[src/design/bdq_pkg.sv]
package bdq_pkg;

    // Default ring size.
    localparam int DEPTH_DEFAULT = 16;

    // Fixed field widths of the request and response words.
    localparam int MODE_W   = 3;
    localparam int VALUE_W  = 32;
    localparam int STATUS_W = 2;
    localparam int POS_W    = 4;
    localparam int COUNT_W  = 5;

    // Operation codes.
    localparam logic [MODE_W-1:0] MODE_PUSH_BACK  = 3'd0;
    localparam logic [MODE_W-1:0] MODE_PUSH_FRONT = 3'd1;
    localparam logic [MODE_W-1:0] MODE_POP_BACK   = 3'd2;
    localparam logic [MODE_W-1:0] MODE_POP_FRONT  = 3'd3;
    localparam logic [MODE_W-1:0] MODE_FIND       = 3'd4;
    localparam logic [MODE_W-1:0] MODE_CLEAR      = 3'd5;

    // Response status codes.
    localparam logic [STATUS_W-1:0] ST_OK        = 2'd0;
    localparam logic [STATUS_W-1:0] ST_FULL      = 2'd1;
    localparam logic [STATUS_W-1:0] ST_EMPTY     = 2'd2;
    localparam logic [STATUS_W-1:0] ST_NOT_FOUND = 2'd3;

    // Commands from the controller to the datapath.
    typedef struct packed {
        logic accept;   // a request word is taken this cycle
        logic scan;     // a search step runs this cycle
    } bdq_cmd_t;

    // Status from the datapath to the controller.
    typedef struct packed {
        logic needs_scan;   // the offered request is a find over a non-empty ring
        logic scan_done;    // the running search ends this cycle
    } bdq_sts_t;

endpackage

[src/design/bdq_req_if.sv]
interface bdq_req_if;
    logic                                 valid;
    logic                                 ready;
    logic        [bdq_pkg::MODE_W-1:0]    mode;
    logic signed [bdq_pkg::VALUE_W-1:0]   value;

    modport source (output valid, output mode, output value, input ready);
    modport sink   (input valid, input mode, input value, output ready);
endinterface

[src/design/bdq_rsp_if.sv]
interface bdq_rsp_if;
    logic                             valid;
    logic                             ready;
    logic [bdq_pkg::STATUS_W-1:0]     status;
    logic [bdq_pkg::POS_W-1:0]        found_position;
    logic [bdq_pkg::COUNT_W-1:0]      entry_count;

    modport source (output valid, output status, output found_position,
                    output entry_count, input ready);
    modport sink   (input valid, input status, input found_position,
                    input entry_count, output ready);
endinterface

[src/design/bdq_ctrl.sv]
module bdq_ctrl (
    input  logic              clk,
    input  logic              rst_n,
    input  logic              in_valid,
    output logic              in_ready,
    output logic              out_valid,
    input  logic              out_ready,
    input  bdq_pkg::bdq_sts_t sts,
    output bdq_pkg::bdq_cmd_t cmd
);

    localparam logic ST_IDLE = 1'b0;
    localparam logic ST_SCAN = 1'b1;

    logic state_reg;
    logic state_next;
    logic out_valid_reg;
    logic out_valid_next;
    logic accept;

    // A new word is taken only when idle and the result slot is free or emptying.
    assign in_ready  = (state_reg == ST_IDLE) && (!out_valid_reg || out_ready);
    assign accept    = in_valid && in_ready;
    assign out_valid = out_valid_reg;

    assign cmd.accept = accept;
    assign cmd.scan   = (state_reg == ST_SCAN);

    always_comb
    begin
        state_next     = state_reg;
        out_valid_next = out_valid_reg;
        if (out_valid_reg && out_ready)
        begin
            out_valid_next = 1'b0;
        end
        unique case (state_reg)
            ST_IDLE:
            begin
                if (accept)
                begin
                    if (sts.needs_scan)
                    begin
                        state_next = ST_SCAN;
                    end
                    else
                    begin
                        out_valid_next = 1'b1;
                    end
                end
            end
            ST_SCAN:
            begin
                if (sts.scan_done)
                begin
                    state_next     = ST_IDLE;
                    out_valid_next = 1'b1;
                end
            end
            default:
            begin
                state_next = ST_IDLE;
            end
        endcase
    end

    always_ff @(posedge clk or negedge rst_n)
    begin
        if (!rst_n)
        begin
            state_reg     <= ST_IDLE;
            out_valid_reg <= 1'b0;
        end
        else
        begin
            state_reg     <= state_next;
            out_valid_reg <= out_valid_next;
        end
    end

endmodule

[src/design/bdq_datapath.sv]
module bdq_datapath #(
    parameter int DEPTH = bdq_pkg::DEPTH_DEFAULT
) (
    input  logic                                 clk,
    input  logic                                 rst_n,
    input  bdq_pkg::bdq_cmd_t                    cmd,
    output bdq_pkg::bdq_sts_t                    sts,
    input  logic        [bdq_pkg::MODE_W-1:0]    mode,
    input  logic signed [bdq_pkg::VALUE_W-1:0]   value,
    output logic        [bdq_pkg::STATUS_W-1:0]  status,
    output logic        [bdq_pkg::POS_W-1:0]     found_position,
    output logic        [bdq_pkg::COUNT_W-1:0]   entry_count
);

    localparam int PW = $clog2(DEPTH);
    localparam int CW = $clog2(DEPTH + 1);
    localparam int SW = CW + 1;

    logic [bdq_pkg::VALUE_W-1:0] mem [DEPTH];

    logic [PW-1:0] front_reg;
    logic [PW-1:0] front_next;
    logic [CW-1:0] count_reg;
    logic [CW-1:0] count_next;

    logic [PW-1:0] scan_ptr_reg;
    logic [PW-1:0] scan_ptr_next;
    logic [CW-1:0] issue_idx_reg;
    logic [CW-1:0] cmp_idx_reg;
    logic          cmp_valid_reg;
    logic [bdq_pkg::VALUE_W-1:0] key_reg;
    logic [bdq_pkg::VALUE_W-1:0] rd_data_reg;

    logic [bdq_pkg::STATUS_W-1:0] status_reg;
    logic [bdq_pkg::STATUS_W-1:0] status_next;
    logic [bdq_pkg::POS_W-1:0]    pos_reg;
    logic [bdq_pkg::POS_W-1:0]    pos_next;
    logic [bdq_pkg::COUNT_W-1:0]  cnt_out_reg;
    logic [bdq_pkg::COUNT_W-1:0]  cnt_out_next;

    logic          wr_en;
    logic [PW-1:0] wr_addr;
    logic          is_full;
    logic          is_empty;
    logic          match;
    logic [SW-1:0] back_sum;
    logic [SW-1:0] back_wrap;
    logic [PW-1:0] back_addr;
    logic [PW-1:0] front_dec;
    logic [PW-1:0] front_inc;
    logic [CW+bdq_pkg::POS_W-1:0]   pos_ext;
    logic [CW+bdq_pkg::COUNT_W-1:0] cnt_ext;

    assign is_full  = (count_reg == CW'(DEPTH));
    assign is_empty = (count_reg == '0);

    // Ring address of the slot after the back entry.
    assign back_sum  = SW'(front_reg) + SW'(count_reg);
    assign back_wrap = (back_sum >= SW'(DEPTH)) ? back_sum - SW'(DEPTH) : back_sum;
    assign back_addr = back_wrap[PW-1:0];

    assign front_dec = (front_reg == '0) ? PW'(DEPTH - 1) : front_reg - PW'(1);
    assign front_inc = (front_reg == PW'(DEPTH - 1)) ? '0 : front_reg + PW'(1);
    assign scan_ptr_next = (scan_ptr_reg == PW'(DEPTH - 1)) ? '0 : scan_ptr_reg + PW'(1);

    assign match = cmp_valid_reg && (rd_data_reg == key_reg);

    assign sts.needs_scan = (mode == bdq_pkg::MODE_FIND) && !is_empty;
    assign sts.scan_done  = cmd.scan && cmp_valid_reg
                            && (match || (cmp_idx_reg == count_reg - CW'(1)));

    assign pos_ext = (CW + bdq_pkg::POS_W)'(cmp_idx_reg);

    always_comb
    begin
        front_next   = front_reg;
        count_next   = count_reg;
        wr_en        = 1'b0;
        wr_addr      = back_addr;
        status_next  = status_reg;
        pos_next     = pos_reg;
        if (cmd.accept)
        begin
            status_next = bdq_pkg::ST_OK;
            pos_next    = '0;
            unique case (mode)
                bdq_pkg::MODE_PUSH_BACK:
                begin
                    if (is_full)
                    begin
                        status_next = bdq_pkg::ST_FULL;
                    end
                    else
                    begin
                        wr_en      = 1'b1;
                        count_next = count_reg + CW'(1);
                    end
                end
                bdq_pkg::MODE_PUSH_FRONT:
                begin
                    if (is_full)
                    begin
                        status_next = bdq_pkg::ST_FULL;
                    end
                    else
                    begin
                        wr_en      = 1'b1;
                        wr_addr    = front_dec;
                        front_next = front_dec;
                        count_next = count_reg + CW'(1);
                    end
                end
                bdq_pkg::MODE_POP_BACK:
                begin
                    if (is_empty)
                    begin
                        status_next = bdq_pkg::ST_EMPTY;
                    end
                    else
                    begin
                        count_next = count_reg - CW'(1);
                    end
                end
                bdq_pkg::MODE_POP_FRONT:
                begin
                    if (is_empty)
                    begin
                        status_next = bdq_pkg::ST_EMPTY;
                    end
                    else
                    begin
                        front_next = front_inc;
                        count_next = count_reg - CW'(1);
                    end
                end
                bdq_pkg::MODE_FIND:
                begin
                    // An empty ring answers at once; otherwise the search fills this in.
                    status_next = bdq_pkg::ST_NOT_FOUND;
                end
                bdq_pkg::MODE_CLEAR:
                begin
                    front_next = '0;
                    count_next = '0;
                end
                default:
                begin
                end
            endcase
        end
        else if (sts.scan_done)
        begin
            if (match)
            begin
                status_next = bdq_pkg::ST_OK;
                pos_next    = pos_ext[bdq_pkg::POS_W-1:0];
            end
            else
            begin
                status_next = bdq_pkg::ST_NOT_FOUND;
                pos_next    = '0;
            end
        end
    end

    assign cnt_ext      = (CW + bdq_pkg::COUNT_W)'(count_next);
    assign cnt_out_next = cnt_ext[bdq_pkg::COUNT_W-1:0];

    always_ff @(posedge clk)
    begin
        if (wr_en)
        begin
            mem[wr_addr] <= value;
        end
        if (cmd.scan)
        begin
            rd_data_reg <= mem[scan_ptr_reg];
        end
    end

    always_ff @(posedge clk or negedge rst_n)
    begin
        if (!rst_n)
        begin
            front_reg     <= '0;
            count_reg     <= '0;
            cmp_valid_reg <= 1'b0;
        end
        else
        begin
            front_reg <= front_next;
            count_reg <= count_next;
            if (cmd.accept)
            begin
                cmp_valid_reg <= 1'b0;
            end
            else if (cmd.scan)
            begin
                cmp_valid_reg <= 1'b1;
            end
        end
    end

    // Search pointers and result word carry no reset.
    always_ff @(posedge clk)
    begin
        if (cmd.accept)
        begin
            scan_ptr_reg  <= front_reg;
            issue_idx_reg <= '0;
            key_reg       <= value;
        end
        else if (cmd.scan)
        begin
            scan_ptr_reg  <= scan_ptr_next;
            issue_idx_reg <= issue_idx_reg + CW'(1);
            cmp_idx_reg   <= issue_idx_reg;
        end
        status_reg  <= status_next;
        pos_reg     <= pos_next;
        if (cmd.accept)
        begin
            cnt_out_reg <= cnt_out_next;
        end
    end

    assign status         = status_reg;
    assign found_position = pos_reg;
    assign entry_count    = cnt_out_reg;

endmodule

[src/design/bounded_deque_with_search.sv]
// Channel  Direction  Fields                                   Handshake
// req      in         mode[2:0], value[31:0] (signed)          valid/ready
// rsp      out        status[1:0], found_position[3:0],        valid/ready
//                     entry_count[4:0]
//
// For push, pop, clear and unused codes, and a find over an empty ring, the word is
// accepted and its response is registered at the same edge.
// A find reads the held entries through the one registered read port of the
// ring store, and the search compares one entry per cycle.
// After reset the ring is empty; the store contents themselves are not cleared.
// A waiting response blocks the next request word until it is taken; the
// word can be accepted in the same cycle that the response is taken.
module bounded_deque_with_search #(
    parameter int DEPTH = bdq_pkg::DEPTH_DEFAULT
) (
    input  logic      clk,
    input  logic      rst_n,
    bdq_req_if.sink   req,
    bdq_rsp_if.source rsp
);

    // Command and status between the sequencing control and the ring datapath.
    bdq_pkg::bdq_cmd_t cmd;
    bdq_pkg::bdq_sts_t sts;
    logic              in_ready;
    logic              out_valid;

    // The controller owns the handshakes and ends a find when the datapath reports it done.
    bdq_ctrl u_ctrl (
        .clk       (clk),
        .rst_n     (rst_n),
        .in_valid  (req.valid),
        .in_ready  (in_ready),
        .out_valid (out_valid),
        .out_ready (rsp.ready),
        .sts       (sts),
        .cmd       (cmd)
    );

    // The datapath holds the ring store, the front and count registers, the
    // search pipeline and the registered response word.
    bdq_datapath #(
        .DEPTH (DEPTH)
    ) u_datapath (
        .clk            (clk),
        .rst_n          (rst_n),
        .cmd            (cmd),
        .sts            (sts),
        .mode           (req.mode),
        .value          (req.value),
        .status         (rsp.status),
        .found_position (rsp.found_position),
        .entry_count    (rsp.entry_count)
    );

    assign req.ready = in_ready;
    assign rsp.valid = out_valid;

endmodule

[src/flat_wrapper.sv]
// flat-port wrapper written by rule: the top's interface ports become plain ports
module bounded_deque_with_search_flat 
#(
    parameter int DEPTH = bdq_pkg::DEPTH_DEFAULT
)
  (clk, rst_n, req_valid, req_mode, req_value, req_ready, rsp_valid, rsp_status, rsp_found_position, rsp_entry_count, rsp_ready);
  bdq_req_if req_i ();
  bdq_rsp_if rsp_i ();
  input  logic clk;
  input  logic rst_n;
  input wire logic [$bits(req_i.valid)-1:0] req_valid;
  input wire logic [$bits(req_i.mode)-1:0] req_mode;
  input wire logic [$bits(req_i.value)-1:0] req_value;
  output wire logic [$bits(req_i.ready)-1:0] req_ready;
  output wire logic [$bits(rsp_i.valid)-1:0] rsp_valid;
  output wire logic [$bits(rsp_i.status)-1:0] rsp_status;
  output wire logic [$bits(rsp_i.found_position)-1:0] rsp_found_position;
  output wire logic [$bits(rsp_i.entry_count)-1:0] rsp_entry_count;
  input wire logic [$bits(rsp_i.ready)-1:0] rsp_ready;
  assign req_i.valid = req_valid;
  assign req_i.mode = req_mode;
  assign req_i.value = req_value;
  assign req_ready = req_i.ready;
  assign rsp_valid = rsp_i.valid;
  assign rsp_status = rsp_i.status;
  assign rsp_found_position = rsp_i.found_position;
  assign rsp_entry_count = rsp_i.entry_count;
  assign rsp_i.ready = rsp_ready;
  bounded_deque_with_search #(.DEPTH(DEPTH)) u_core (.clk(clk), .rst_n(rst_n), .req(req_i), .rsp(rsp_i));
endmodule
[config.mk]
export PLATFORM = sky130hd
export DESIGN_NAME = bounded_deque_with_search_flat
export DESIGN_NICKNAME = d
export VERILOG_FILES = /design/src/design/bdq_pkg.sv /design/src/design/bdq_req_if.sv /design/src/design/bdq_rsp_if.sv /design/src/design/bdq_ctrl.sv /design/src/design/bdq_datapath.sv /design/src/design/bounded_deque_with_search.sv /design/src/flat_wrapper.sv
export SDC_FILE = /design/constraint.sdc
export NUM_CORES = 1
export LEC_CHECK = 0
export BUFFER_PORTS_ARGS = -buffer_cell sky130_fd_sc_hd__buf_2
export CAP_MARGIN = 20
export CORE_UTILIZATION = 50
export DETAILED_ROUTE_END_ITERATION = 8
export GPL_ROUTABILITY_DRIVEN = 0
export PLACE_DENSITY = 0.71
export SETUP_SLACK_MARGIN = 0.3
export SYNTH_ARGS = -nofsm -noshare
export SYNTH_HDL_FRONTEND = slang
export SYNTH_HIERARCHICAL = 1
export SYNTH_SLANG_ARGS = --single-unit
export TNS_END_PERCENT = 5
[constraint.sdc]
create_clock -name clk -period 4.4 [get_ports clk]
set_input_delay 0 -clock clk [delete_from_list [all_inputs] [get_ports clk]]
set_output_delay 0 -clock clk [all_outputs]
set_load 0.02 [all_outputs]
Word level (Yosys, flattened, before mapping) --
Memories as Yosys holds them, arrays and structs flattened. A register that Yosys moved wholly into a read port is not among the register bits. Index checks and enable logic that the tools add are counted.
Cells by class: eq/ne operators 12, bitwise gates (word level) 2, reduce and logical (&&, ||, !) cells 21, add/sub/neg operators 8, mux-type cells 39, $lt $le $gt $ge 1
Operators by type and width (number):
- $mux W4 | 12
- $eq A32 B32 Y1 | 1
- $mux W1 | 15
- $mux W5 | 3
- $pmux W5 S3 | 1
- $pmux W4 S3 | 1
- $add A5 B1 Y5 const B | 2
- $add A4 B1 Y4 const B | 2
- $eq A4 B4 Y1 const B | 2
- $mux W2 | 4
- $sub A4 B1 Y4 const B | 2
- $logic_and A1 B1 Y1 | 7
- $add A4 B5 Y6 | 1
- $eq A3 B2 Y1 const B | 2
- $eq A3 B3 Y1 const B | 2
- $ge A6 B5 Y1 const B | 1
- $pmux W2 S3 | 1
- $eq A5 B5 Y1 | 1
- $eq A5 B5 Y1 const B | 1
- $logic_not A5 Y1 | 1
- $sub A5 B1 Y5 const B | 1
- $logic_not A4 Y1 | 1
- $ne A2 B2 Y1 const B | 2
- $pmux W1 S2 | 2
- 10 further kinds | 15
Storage, ports and cells: bits of input ports 39, logic and storage cells 96, memory bits (writable) 512, memories kept 1, flip-flop bits (word level) 69
Memories:
- u_core.u_datapath.mem | words 16, width 32, read ports 1, clocked after Yosys merged registers in 1, wr ports 1, RTL line bdq_datapath.sv:19 | logic [bdq_pkg::VALUE_W-1:0] mem [DEPTH];

Logic depth before layout (Yosys ltp) --
Gate-level depths: netlist of the first run.
depth after elaboration 7, depth in mapped cells 10, depth with buffers taken out 9

By module --
Netlist of the first run, hierarchy kept.
By module, submodules not included:
- bdq_datapath | times used 1, area an instance 24298.3 um^2, sequential area each 18207.5 um^2, cells an instance 1292
- bdq_ctrl | times used 1, area an instance 123.9 um^2, sequential area each 50.0 um^2, cells an instance 12

Worst setup path before layout of the first run --
No wires, ideal clock.
kind register to register, start register u_core.u_ctrl.out_valid_reg, in the netlist u_core/u_ctrl/out_valid, end memory u_core/u_datapath/mem[10][0] in the netlist's numbering, enable pin, arrival time 4.360 ns, stages on the path, launching flop included 8, setup slack -0.428 ns, data required time 3.932 ns, library setup time 0.468 ns, cells stage by stage dfrtp_1 > nor2b_4 > nor3b_1 > buf_4 > buf_2 > nand4_4 > mux2_2 > nor3b_1
On the way: word-level cells in the longest chain between the ends 7, elaborated cells on any way between the ends 8, classes of those cells mux (4); reduce/logical (4)
Ends and longest elaborated chain:
- from (decl) | RTL line bdq_ctrl.sv:17 | logic out_valid_reg;
- from (signal assigned) | RTL line bdq_ctrl.sv:77 | out_valid_reg <= out_valid_next;
- $logic_not A1 Y1 (*) | RTL line bdq_ctrl.sv:22 | assign in_ready = (state_reg == ST_IDLE) && (!out_valid_reg || out_ready);
- $logic_or A1 B1 Y1 (*) | RTL line bdq_ctrl.sv:22
- $logic_and A1 B1 Y1 (*) | RTL line bdq_ctrl.sv:22
- $logic_and A1 B1 Y1 (*) | RTL line bdq_ctrl.sv:23 | assign accept = in_valid && in_ready;
- via u_core.u_ctrl.accept | RTL line bdq_ctrl.sv:19 | logic accept;
- $mux W1 | RTL line bdq_datapath.sv:82 | if (cmd.accept)
- $mux W1 | RTL line bdq_datapath.sv:171 | if (wr_en)
- $mux W1 (implied by the code) | RTL line bdq_datapath.sv:173 | mem[wr_addr] <= value;
- to (decl) | RTL line bdq_datapath.sv:19
Mark *: on every way through the listed nets, which the timed path passes. The rest lies on a longest branch.

Final worst setup path of the first run --
start register u_core.u_datapath.front_reg[0], end memory u_core/u_datapath/mem[12][18] in the netlist's numbering, enable pin
On the way: word-level cells in the longest chain between the ends 6, elaborated cells on any way between the ends 10, classes of those cells add/sub (3); order compare (1); mux (5); reduce/logical (1)
Ends and longest elaborated chain:
- from (decl) | RTL line bdq_datapath.sv:21 | logic [PW-1:0] front_reg;
- from (signal assigned) | RTL line bdq_datapath.sv:191 | front_reg <= front_next;
- $add A4 B5 Y6 | RTL line bdq_datapath.sv:58 | assign back_sum = SW'(front_reg) + SW'(count_reg);
- $ge A6 B5 Y1 or $sub A4 B1 Y4 (tied branches) | RTL line bdq_datapath.sv:59 | assign back_wrap = (back_sum >= SW'(DEPTH)) ? back_sum - SW'(DEPTH) : back_sum;
- $mux W4 | RTL line bdq_datapath.sv:59
- $mux W4 | RTL line bdq_datapath.sv:101 | if (is_full)
- $mux W4 | RTL line bdq_datapath.sv:86 | unique case (mode)
- $mux W4 (*) | RTL line bdq_datapath.sv:82
Mark *: on every way between the ends. The rest lies on a longest branch, timed or not.

==> impl_metrics.py, run 1 <==
metrics = {
    "setup_path": {
        "critical_path_peak_fanout": 32,
        "cp-end-kind": "flop",
        "crit_chain": "inv_2, ha_1, o21ba_1, o31ai_1, nor2_1, a21oi_2, and4_2",
        "cp_data_required_time_ns": 4.65,
        "critPathKind": "flop to flop",
        "cp_slowest_cell": "and4_2",
        "crit_path_max_incr_delay_ns": 1.05,
        "cp.arrival_ns": 3.78,
        "cp-start-kind": "flop",
    },
    "timing": {
        "slew_viol_final": 0,
        "finalSetupViolCount": 0,
        "slew_headroom": 0.301,
        "min_period_ns": 3.53,
        "finClkSkew_ns": 0.0189,
        "final.period_utilization": 0.803,
        "tns_ns": 0,
        "worst_pin_slew_ns": 1.05,
        "rsz0062_at_grt": "no",
        "max_freq_mhz": 283,
        "setup_slack_ns": 0.866,
        "hold_violations": 0,
    },
    "drt": {
        "dr.pass1.iters": 6,
        "totalWireLength_um": 53500,
        "drcViolationCount": 0,
        "drt_iter0_markers": 1533,
        "avgRoutedWirePerCell_um": 25.7,
        "vias": 12800,
        "drtAntennaViolNets": 0,
        "via_per_inst": 6.15,
    },
    "min_path": {
        "worstHoldPathType": "input pin to flop",
    },
    "die": {
        "die-area_um2": 49700,
        "io_pins": 52,
        "initial_core_util": 0.509,
        "placementRows": 80,
        "die_height_um": 223,
        "die_w_um": 223,
        "design.core.area_um2": 47900,
    },
    "logic_synthesis": {
        "yosys.area.top_type_share": 0.728,
        "synthTopCellsByCount": "edfxtp_1 (592), mux2i_1 (135), a221oi_1 (66)",
        "syn_area_per_cell_um2": 18.7,
        "yosys-top-cells-area": "edfxtp_1 (73%), mux4_2 (5.9%), mux2i_1 (5.5%)",
        "synth_ff_type": "edfxtp_1",
        "synth.distinct_cells": 73,
        "netlist_instances": 1304,
        "synth_edf_count": 592,
        "synth_fp_nets": 1353,
        "yosysWarnings": 6,
        "syn_area_um2": 24400,
        "yosys.area.top_type": "edfxtp_1",
        "yosysSeqAreaShare": 0.748,
        "async_reset_ff_frac": 0.0196,
        "synth_seq_cells": 613,
        "synth.most_common_cell": "edfxtp_1",
    },
    "layout": {
        "diodes": 0,
        "areaGrowthSynthToFinish_pct": 13.5,
        "fin_nets": 1469,
        "layout-drive-gt1-share": 0.182,
        "largest_register_ff_count": 512,
    },
    "power_and_ir_drop": {
        "p_per_area_nw_per_um2": 627,
        "p_leak_nw": 9.27,
        "peakVddDrop_v": 0.000355,
    },
    "placed_design": {
        "io_buffers": 51,
        "place_ws_ns": 0.799,
        "dpl.hpwl_um": 31800,
    },
    "global_route": {
        "grt_max_degree": 87,
        "grt_pass1_vias": 12900,
        "antenna_found_initial": 0,
        "grt_pass1_wl_um": 81500,
        "gr-total-overflow": 0,
        "track_usage": 0.222,
    },
    "clocking": {
        "clk_pin_slew_ns": 0.06,
        "insertion_delay_ns": 0.63,
        "cts_tree": "built",
        "cts_root_buf": "clkbuf_16",
        "holdBufCountCts": 41,
        "htree_levels": 2,
        "cts_resized": 0,
        "clock_sinks": 613,
        "clockBufferDepth": 3,
        "cts_buffers": 60,
        "post_cts_buffers": 0,
    },
    "status": {
        "status": "finished clean",
    },
    "run": {
        "cap_viol_max_count": 0,
    },
}
-- report_power, final --
group | leakage (nW) | internal, mW | switching, mW
clock | 0.920 | 2.88 | 2.10
combinational | 2.77 | 1.96 | 3.06
sequential | 5.58 | 7.03 | 0.347
-- metrics by stage --
step | hold slack [ns] | instance area [um2] | util | total power [mW] | cells
floorplan | -0.296 | 24400 | - | 11.0 | 1304
global placement | -0.0784 | 25400 | 0.529 | 12.3 | 1931
detailed placement | -0.0726 | 25400 | 0.529 | 12.4 | 1931
CTS | 0.265 | 27700 | 0.578 | 17.4 | 2083
global route | 0.300 | 27700 | 0.578 | 18.1 | 2084
finish | 0.287 | 27700 | 0.578 | 17.4 | 2084
-- worst max-delay path, delay by kind of cell, from the launching register on --
family / cells / cell delay, ns
and+or+nand+nor: 2 / 1.15
buffers and inverters: 1 / 0.12
DFF: 1 / 0.52
AOI/OAI and AO/OA: 3 / 1.09
adders and majority gates: 1 / 0.25
-- placed cells by master (no fill, tap or decap), types with 4 or more instances in the layout --
cell,instances
a21oi_1,14
dfxtp_1,9
clkinv_2,6
nor3_2,7
a221oi_1,66
xnor2_1,16
o21ai_0,37
and3_2,4
o21ai_1,5
inv_1,10
or4_1,6
nor2b_1,11
clkbuf_1,22
buf_4,29
nor3b_2,4
nor2_1,19
nand2_1,53
nand3_1,11
ha_1,9
nand4_1,4
clkinv_1,13
xor2_1,28
buf_12,5
dfrtp_1,11
dlygate4sd3_1,41
a22oi_1,33
bufinv_16,6
o31ai_1,7
nor4_1,5
buf_2,51
clkbuf_16,60
nor3_1,4
mux2i_1,135
nand2b_1,6
edfxtp_1,592
mux4_2,64
-- layer usage --
metal,GRT usage,up-vias,part of all wire
li1,-,5552,-
met1,0.323,6603,0.43
met2,0.347,574,0.47
met3,0.0346,88,0.077
met4,0.0694,0,0.023
met5,0,-,0
-- layout make-up --
class	instances	area, um2
Fill cell	3487	20200
Sequential cell	613	18300
Multi-Input combinational cell	606	5750
Clock buffer	83	1600
Timing Repair Buffer	126	983
Tap cell	615	769
Clock inverter	28	312
Inverter	13	48.8
-- cell families (layout without fill, tap and decap cells) --
logic type,after synthesis,after routing,synth area share
AO/OA/AOI/OAI,186,186,0.0569
buffers and inverters,85,250,0.0200
flip-flops,613,613,0.748
AND/OR/NAND/NOR,164,164,0.0385
multiplexers,202,202,0.116
XOR/XNOR,44,44,0.0158
adder cells (fa/ha/maj),10,10,0.00543
-- final timing paths --
path                            slack [ns]                          endpoint  depth (start not counted)                          startpoint
max in group asynchronous             3.38           u_core/u_ctrl/state_reg                          3                               rst_n
worst max register to register        0.87     u_core/u_datapath/mem[12][18]                          7      u_core/u_datapath/front_reg[0]
worst min register to register        0.47  u_core/u_datapath/cmp_idx_reg[4]                          0  u_core/u_datapath/issue_idx_reg[4]
min in group asynchronous             0.52   u_core/u_datapath/cmp_valid_reg                          3                               rst_n
worst min-delay path                  0.29    u_core/u_datapath/count_reg[0]                          3                         req_mode[2]
worst max-delay path                  0.87     u_core/u_datapath/mem[12][18]                          7      u_core/u_datapath/front_reg[0]
Note: power is estimated with default switching activity, not from simulation.
==> inputs of run 2 (changes only) <==
Settings changed: PLACE_DENSITY 0.71 to 0.69.
Clock period 4.4 ns to 3.6 ns, I/O delays scaled along.
==> run 2 against run 1 <==
Register-to-register slack worse by 0.42 ns. Core utilization up 0.44 points. Count of clock-buffer cells in the layout down 10. Combinational power up 24%. Clock power up 24%. Design area up 0.75%. Critical path depth up 1. Routed wire length down 2.9%. Worst setup slack worse by 0.42 ns. Highest routed layer unchanged.
==> impl_metrics.py, run 2 (synthesis results as in run 1) <==
metrics = {
    "global_route": {
        "antenna_found_initial": 0,
        "gr-total-overflow": 0,
        "grt_pass1_wl_um": 79000,
        "grt_pass1_vias": 12700,
        "grt_max_degree": 61,
        "track_usage": 0.214,
    },
    "die": {
        "die_w_um": 223,
        "placementRows": 80,
        "initial_core_util": 0.509,
        "io_pins": 52,
        "die-area_um2": 49700,
        "die_height_um": 223,
        "design.core.area_um2": 47900,
    },
    "clocking": {
        "htree_levels": 2,
        "cts_buffers": 58,
        "clock_sinks": 613,
        "clockBufferDepth": 3,
        "insertion_delay_ns": 0.63,
        "post_cts_buffers": 0,
        "cts_root_buf": "clkbuf_16",
        "clk_pin_slew_ns": 0.06,
        "cts_tree": "built",
    },
    "timing": {
        "max_freq_mhz": 317,
        "finClkSkew_ns": 0.0212,
        "finalSetupViolCount": 0,
        "hold_violations": 0,
        "rsz0062_at_grt": "yes",
        "worst_pin_slew_ns": 0.807,
        "final.period_utilization": 0.875,
        "slew_viol_final": 0,
        "slew_headroom": 0.462,
        "hold_slack_ns": 0.298,
        "min_period_ns": 3.15,
    },
    "layout": {
        "diodes": 0,
        "final_common_cell": "edfxtp_1",
        "mostFrequentLayoutCells": "edfxtp_1 (592), mux2i_1 (134), a221oi_1 (66), mux4_2 (64), clkbuf_16 (59)",
        "multi_input_comb_area_um2": 5810,
        "final_util": 0.583,
        "largest_register_ff_count": 512,
        "layout-drive-gt1-share": 0.186,
        "fin_nets": 1470,
        "seqCellArea_um2": 18300,
        "fillerInstances": 3453,
        "areaGrowthSynthToFinish_pct": 14.4,
    },
    "run": {
        "cap_viol_max_count": 0,
    },
    "power_and_ir_drop": {
        "p_per_area_nw_per_um2": 768,
        "fin_total_pwr_mw": 21.4,
        "peakVddDrop_v": 0.000495,
        "p_leak_nw": 9.34,
    },
    "drt": {
        "drtAntennaViolNets": 0,
        "totalWireLength_um": 52000,
        "drt_iter0_markers": 1204,
        "via_per_inst": 6.02,
        "avgRoutedWirePerCell_um": 25.0,
        "dr.pass1.iters": 7,
        "drcViolationCount": 0,
        "vias": 12500,
    },
    "placed_design": {
        "dpl.hpwl_um": 29800,
        "io_buffers": 51,
    },
    "setup_path": {
        "critical_path_peak_fanout": 8,
        "cp_data_required_time_ns": 4.09,
        "cp.arrival_ns": 3.64,
        "cp-start-kind": "flop",
        "critPathKind": "flop to flop",
        "cp-end-kind": "flop",
    },
    "min_path": {
        "worstHoldPathType": "input pin to flop",
    },
    "status": {
        "status": "finished clean",
    },
}
[run 2: layout make-up]
type / instances / area share
repair buffers: 129 / 0.0405
well taps: 615 / 0.0276
flip-flops and latches: 613 / 0.654
clock buffers: 73 / 0.0547
multi-input cells: 606 / 0.208
clock inverters: 33 / 0.0136
inverters: 13 / 0.00175
[run 2: path summary, 6_finish.rpt]
check	slack (ns)	from	cells past startpoint	end
setup / recovery	0.45	u_core/u_datapath/count_reg[1]	8	u_core/u_ctrl/state_reg
hold / removal	0.30	req_mode[2]	3	u_core/u_datapath/count_reg[0]
setup reg to reg	0.45	u_core/u_datapath/count_reg[1]	8	u_core/u_ctrl/state_reg
hold reg to reg	0.45	u_core/u_datapath/issue_idx_reg[4]	0	u_core/u_datapath/cmp_idx_reg[4]
max in group asynchronous	2.65	rst_n	3	u_core/u_ctrl/state_reg
min in group asynchronous	0.48	rst_n	3	u_core/u_datapath/count_reg[3]
[run 2: metrics by stage]
stage	std cells	cell area (um2)	worst slack (ns)	TNS [ns]
global placement	1935	25600	0.545	0
global route	2082	27900	0.282	0
finish	2082	27900	0.449	0
detailed placement	1935	25600	0.462	0
floorplan	1304	24500	-0.127	-22.28
CTS	2082	27900	0.441	0
[run 2: repair_timing]
action	CTS	global route
hold endpoints to repair	569	0
resized for setup	0	2
hold buffers	41	0
endpoints found under the setup margin	0	95
[run 2: critical path, cell delays in order (launching register included)]
cell           delay [ns]
dfrtp_1              0.48
inv_1                0.19
ha_1                 0.36
nor4b_2              0.54
nor2_1               0.15
nand2_1              0.10
dlygate4sd3_1        0.55
o31ai_1              0.07
dlygate4sd3_1        0.59
[run 2: layer usage]
metal,track usage,wire length [um],vias to the layer above
li1,-,-,5550
met1,0.296,22100,6406
met2,0.346,25000,484
met3,0.0386,3550,96
met4,0.0721,1410,0
met5,0,0,-
[run 2: report_power, final]
part	switching (mW)	internal, mW
Sequential	0.446	8.59
Clock	2.58	3.58
Combinational	3.73	2.51
